--- src/hdl/tehs_pkg.sv ---
// ----------------------------------------------------------------------------
// tehs_pkg
// Beat types, action codes and controller interface types for the tile
// event histogram scorer.
// ----------------------------------------------------------------------------
package tehs_pkg;

  typedef enum logic [1:0] {
    ACT_PICKUP  = 2'd0,
    ACT_DROPOFF = 2'd1,
    ACT_DRIVER  = 2'd2,
    ACT_QUERY   = 2'd3
  } action_e;

  localparam int unsigned TILE_BITS    = 12;
  localparam int unsigned OUT_BITS     = 16;
  localparam int unsigned SCORE_BITS   = 17;
  localparam int unsigned QUOT_BITS    = 17;
  localparam int unsigned DIV_CNT_BITS = 5;
  localparam logic [SCORE_BITS-1:0] Q_ONE = 17'h10000;

  typedef struct packed {
    action_e               action;
    logic [TILE_BITS-1:0]  tile;
    logic                  tile_valid;
  } in_t;

  typedef struct packed {
    logic [OUT_BITS-1:0]   tile_pickups;
    logic [OUT_BITS-1:0]   tile_dropoffs;
    logic [OUT_BITS-1:0]   tile_drivers;
    logic [SCORE_BITS-1:0] hotspot;
    logic [SCORE_BITS-1:0] coldness;
  } out_t;

  typedef struct packed {
    logic clr_step;
    logic capture;
    logic row_write;
    logic div_load;
    logic div_step;
    logic out_load;
  } cmd_t;

  typedef struct packed {
    logic clr_last;
    logic is_query;
    logic known;
    logic max_zero;
    logic out_free;
  } status_t;

endpackage

--- src/hdl/tehs_ctrl.sv ---
// ----------------------------------------------------------------------------
// tehs_ctrl
// Sequencer for the scorer: clearing pass, event update, query division
// and result hand-over.
// ----------------------------------------------------------------------------
module tehs_ctrl (
  input  logic              clk_i,
  input  logic              rst_ni,
  input  logic              in_valid_i,
  output logic              in_ready_o,
  input  tehs_pkg::status_t status_i,
  output tehs_pkg::cmd_t    cmd_o
);

  localparam logic [2:0] ST_CLEAR = 3'd0;
  localparam logic [2:0] ST_IDLE  = 3'd1;
  localparam logic [2:0] ST_ACT   = 3'd2;
  localparam logic [2:0] ST_DIV   = 3'd3;
  localparam logic [2:0] ST_OUT   = 3'd4;

  localparam logic [tehs_pkg::DIV_CNT_BITS-1:0] CntLast =
    tehs_pkg::DIV_CNT_BITS'(tehs_pkg::QUOT_BITS - 1);

  logic [2:0] state_q, state_d;
  logic [tehs_pkg::DIV_CNT_BITS-1:0] cnt_q, cnt_d;

  always_comb begin
    state_d    = state_q;
    cnt_d      = cnt_q;
    cmd_o      = '0;
    in_ready_o = 1'b0;
    unique case (state_q)
      ST_CLEAR: begin
        cmd_o.clr_step = 1'b1;
        if (status_i.clr_last) begin
          state_d = ST_IDLE;
        end
      end
      ST_IDLE: begin
        in_ready_o = 1'b1;
        if (in_valid_i) begin
          cmd_o.capture = 1'b1;
          state_d       = ST_ACT;
        end
      end
      ST_ACT: begin
        if (status_i.is_query) begin
          if (status_i.known && !status_i.max_zero) begin
            cmd_o.div_load = 1'b1;
            cnt_d          = '0;
            state_d        = ST_DIV;
          end else begin
            state_d = ST_OUT;
          end
        end else begin
          cmd_o.row_write = status_i.known;
          state_d         = ST_IDLE;
        end
      end
      ST_DIV: begin
        cmd_o.div_step = 1'b1;
        cnt_d          = cnt_q + 1'b1;
        if (cnt_q == CntLast) begin
          state_d = ST_OUT;
        end
      end
      ST_OUT: begin
        if (status_i.out_free) begin
          cmd_o.out_load = 1'b1;
          state_d        = ST_IDLE;
        end
      end
      default: begin
        state_d = ST_IDLE;
      end
    endcase
  end

  always_ff @(posedge clk_i or negedge rst_ni) begin
    if (!rst_ni) begin
      state_q <= ST_CLEAR;
      cnt_q   <= '0;
    end else begin
      state_q <= state_d;
      cnt_q   <= cnt_d;
    end
  end

endmodule

--- config.mk ---
export PLATFORM = sky130hd
export DESIGN_NAME = tehs_ctrl
export DESIGN_NICKNAME = d
export VERILOG_FILES = /design/src/hdl/tehs_pkg.sv /design/src/hdl/tehs_ctrl.sv
export SDC_FILE = /design/constraint.sdc
export NUM_CORES = 1
export LEC_CHECK = 0
export BUFFER_PORTS_ARGS = -buffer_cell sky130_fd_sc_hd__buf_4
export CAP_MARGIN = 10
export CORE_AREA = 2 2 39 41
export CTS_CLUSTER_DIAMETER = 200
export DETAILED_ROUTE_END_ITERATION = 7
export DIE_AREA = 0 0 41 43
export GPL_TIMING_DRIVEN = 0
export MAX_ROUTING_LAYER = met4
export SLEW_MARGIN = 15
export SYNTH_ARGS = -nofsm -noshare
export SYNTH_HDL_FRONTEND = slang
export SYNTH_SLANG_ARGS = --single-unit
--- constraint.sdc ---
create_clock -name clk_i -period 1.35 [get_ports clk_i]
set_clock_uncertainty 0.15 [all_clocks]
set_input_delay 0.0675 -clock clk_i [delete_from_list [all_inputs] [get_ports clk_i]]
set_output_delay 0.0675 -clock clk_i [all_outputs]
set_load 0.1 [all_outputs]
==> impl_results.rst <==
.. list-table::
   :header-rows: 1

   * - Metric
     - Value
   * - Die area
     - about 1800 um2
   * - Met3 wire length
     - just over 40 um
   * - CTS buffer count
     - 3
   * - Highest routed layer
     - met4
   * - XOR/XNOR share of the synthesized area
     - between 3 and 4%
   * - Post-Synthesis Mean Instance Area
     - just under 9 um2
   * - Average detailed-routed wire length per instance
     - between 10 and 15 um
   * - Detailed-route DRC error count
     - 0
   * - Share of synthesized registers carrying an async set or reset
     - 100%
   * - Post-layout utilization of the core
     - between 70% and 80%
   * - Maximum number of buffers from clock root to sink
     - 2
   * - H-tree levels
     - 1
   * - Critical path arrival
     - about 1400 ps
   * - Global-route wire length before repair
     - between 2000 and 2500 um
   * - Fin. Hold Viols
     - 0
   * - Starting DRT DRC Count
     - 4
   * - Maximum clock frequency
     - ~0.63 GHz
   * - Final period util
     - 117%
   * - Proportion of layout cells with a drive suffix above 1
     - between 60% and 70%
   * - Top-count cell post-synth
     - dfrtp_1
   * - Total wirelength of the detailed-routed design
     - about 1500 um
   * - Reg2reg end
     - cnt_q[1]
   * - Part of the power in the clock network
     - under 10%
   * - Max FO, Critical Path
     - 7
   * - Synthesis Warnings
     - 0
   * - Via density per instance
     - 5.16
   * - Sequential cell area fraction in the yosys report
     - slightly below 40%
   * - RSZ-0062 raised after global routing
     - true
   * - Row count
     - 14
   * - Final net count
     - approximately 100
   * - Count of cells along the worst register-to-register path
     - 6
   * - Number of antenna repair diodes
     - 0
   * - Count of distinct cell types in the synthesized netlist
     - 24
   * - Starting density of the core
     - between 30 and 40%
   * - Total nets after synthesis
     - 68
   * - Combinational family with the most area after synthesis
     - simple AND/OR/NAND/NOR gates
   * - Hold_ws
     - between 9 and 10 ps
   * - Internal Power
     - around 1.5 mW
   * - Metal-1 WL
     - 637 um
   * - Antenna viol nets, final
     - 0
   * - Via total after detailed routing
     - about 560
   * - Quantity of I/O buffers inserted on ports
     - 14
   * - X dimension of the die
     - 41 um
   * - Worst setup path end
     - cmd_o[3]
   * - Fill cell count
     - 96
   * - Pin count of the biggest net entering global routing
     - 11
   * - Pins Over Slew Limit
     - 0
   * - Final Setup Violations
     - 9
   * - Worst vdd rail ir drop
     - about 0.0017 V
   * - Met2 wire len
     - about 830 um
   * - Internal reg-to-reg setup slack
     - -140 ps
   * - TritonCTS Sinks
     - 8
   * - Total global routing overflow
     - 0
   * - Number of antenna violations at the first check in global routing
     - 0
   * - Count of state elements after synthesis
     - 8
   * - Leakage power figure
     - ~0.47 nW
   * - Clock insertion delay at the later pin of the skew report
     - about 260 ps
   * - Combinational group share of total power
     - between 70% and 80%
   * - Number of enable flip-flop cells after synthesis
     - 0
   * - Start-to-end type of the worst setup path
     - reg2out
   * - Sequential share of power
     - 16.9%
   * - Share of the synthesized area in compound gates (AO/OA/AOI/OAI)
     - a little under a fifth
   * - Simple-Gate Fraction of Synth Area
     - between 20 and 30%
   * - Sequential standard cell area
     - roughly 200 um2
   * - HPWL reported at the end of detailed placement
     - around 870 um
   * - Number of global-route vias before repair
     - roughly 550
   * - Number of search-and-repair iterations in the first detailed-routing pass
     - 2
   * - Min cycle time layout
     - between 1500 and 2000 ps
   * - Actual slew at the worst max-slew pin
     - between 200 and 250 ps
   * - Critical Path Start
     - state_q[2]
   * - Max-Cap Viols
     - 0
   * - Outcome
     - finished, violations left
   * - Pre-CTS setup slack
     - -130 ps
   * - Kind of start point of the critical path
     - flop
   * - Buffer cell driving the clock tree root
     - clkbuf_4
   * - Core box area
     - 1380 um2
   * - Largest cells by area after synthesis
     - dfrtp_1, o21ai_0, a22o_1, ha_1, nand2_1
   * - Mapped Cells
     - 58
   * - Class of the tightest hold or removal check
     - in2async
   * - Final setup slack of the worst path
     - -230 ps
   * - Die H
     - 43 um
   * - Req. time, crit path
     - roughly 1100 ps
   * - Multiplexer share of the synthesized area
     - 0%
   * - Area occupied by multi-input gates
     - between 300 and 400 um2
   * - Max_slew headroom
     - a little under nine tenths
   * - Commonest cells in the synthesized netlist
     - dfrtp_1, o21ai_0, nand2_1, inv_1, nor3_1
   * - Kind of capture point of the worst setup path
     - output pin
   * - Reg2reg start
     - state_q[1]
   * - Clock transition at the registers of the reported paths
     - roughly 60 ps
   * - Share of the synthesized area in the top cell type
     - a little under 40%
   * - Violated checks
     - setup timing
   * - Cell area power density
     - 2720 nW/um2
   * - CTS tree
     - yes
   * - Post-synthesis to final-layout area growth
     - 101%
   * - Netlist area before placement
     - slightly above 500 um2
   * - Switching share of power
     - a little under 50%
   * - Psw
     - ~1.4 mW
   * - Global-route total usage across every layer
     - roughly a fifth
   * - Synthesized-area fraction occupied by adder cells
     - around 4.9%
   * - Main flop type after synthesis
     - dfrtp_1
   * - Routability cong.
     - between 0.7 and 0.8
   * - Top Ports
     - 15
   * - Cell accounting for the most synthesized area
     - dfrtp_1
## through the flow
step           TNS, ps  total power, mW  area, um2  instances
3_5_place_dp      -371             1.83        704         88
2_1_floorplan    -1610             1.56        579         58
4_1_cts          -1210             2.49        921        101
3_3_place_gp      -372             1.81        704         88
6_report         -1350             2.81       1030        108
5_1_grt          -1980             2.96       1030        108
## placed cells by master, fill, tap and decap left out, types with 2 or more instances in the layout
cell type and count:
buf_4 20, buf_12 8, dfrtp_1 6, buf_6 4
nand2_1 4, o21ai_2 4, inv_1 3, nor3_4 3
a22o_1 3, nor2_1 3, nand3_1 3, clkbuf_4 3
o21ai_4 2, xor2_1 2, o21ai_1 2, ha_2 2
dfrtp_2 2
## layer usage
metal  vias to the layer above  global-route usage (%)
li1                        274                       -
met1                       267                    26.2
met2                        12                    28.4
met3                         4                    5.24
met4                         0                    12.0
met5                         -                       -
## layout make-up
cell class	count	share of cell area [%]
multi-input cells	43	37.5
inverters	4	1.82
plain buffers	2	2.55
repair buffers	32	34.3
well taps	16	1.94
clock buffers	3	2.18
flip-flops and latches	8	19.7
## how the worst min path moves through the flow
stage                           to  startpoint
after CTS                 cnt_q[1]      rst_ni
after floorplan           cnt_q[0]      rst_ni
final                     cnt_q[1]      rst_ni
after global routing      cnt_q[0]      rst_ni
after detailed placement  cnt_q[1]      rst_ni
after global placement    cnt_q[0]      rst_ni
## power by group through the flow
stage	Clock (mW)	Combinational, mW	Sequential (mW)
2_1_floorplan	0	1.12	0.436
3_3_place_gp	0	1.34	0.463
3_5_place_dp	0	1.36	0.466
4_1_cts	0.190	1.85	0.447
5_1_grt	0.211	2.26	0.490
6_report	0.189	2.14	0.476
## what timing repair did
action | 4_1_cts | 5_1_grt
endpoints found under the setup margin | 11 | 14
hold endpoints to repair | 8 | 0
pin swaps | 3 | 9
hold buffers | 1 | 0
setup buffers | 10 | 9
resized for setup | 25 | 21
## sequential cells by signal, indices dropped and copies added (netlist names)
signal	flops
cnt_q	5
state_q	3
## critical path: stages (launching register included)
cell	delay (ps)
dfrtp_1	370
buf_6	140
nor2b_4	140
and4bb_2	270
buf_12	180
## kinds of logic after synthesis
| group | count (synthesis) |
|---|---|
| AOI/OAI and AO/OA | 15 |
| xor gates and xnor gates | 2 |
| adders and majority gates | 2 |
| buffers and inverters | 7 |
| DFF | 8 |
| and+or+nand+nor | 24 |
(Power assumes the default switching activity.)
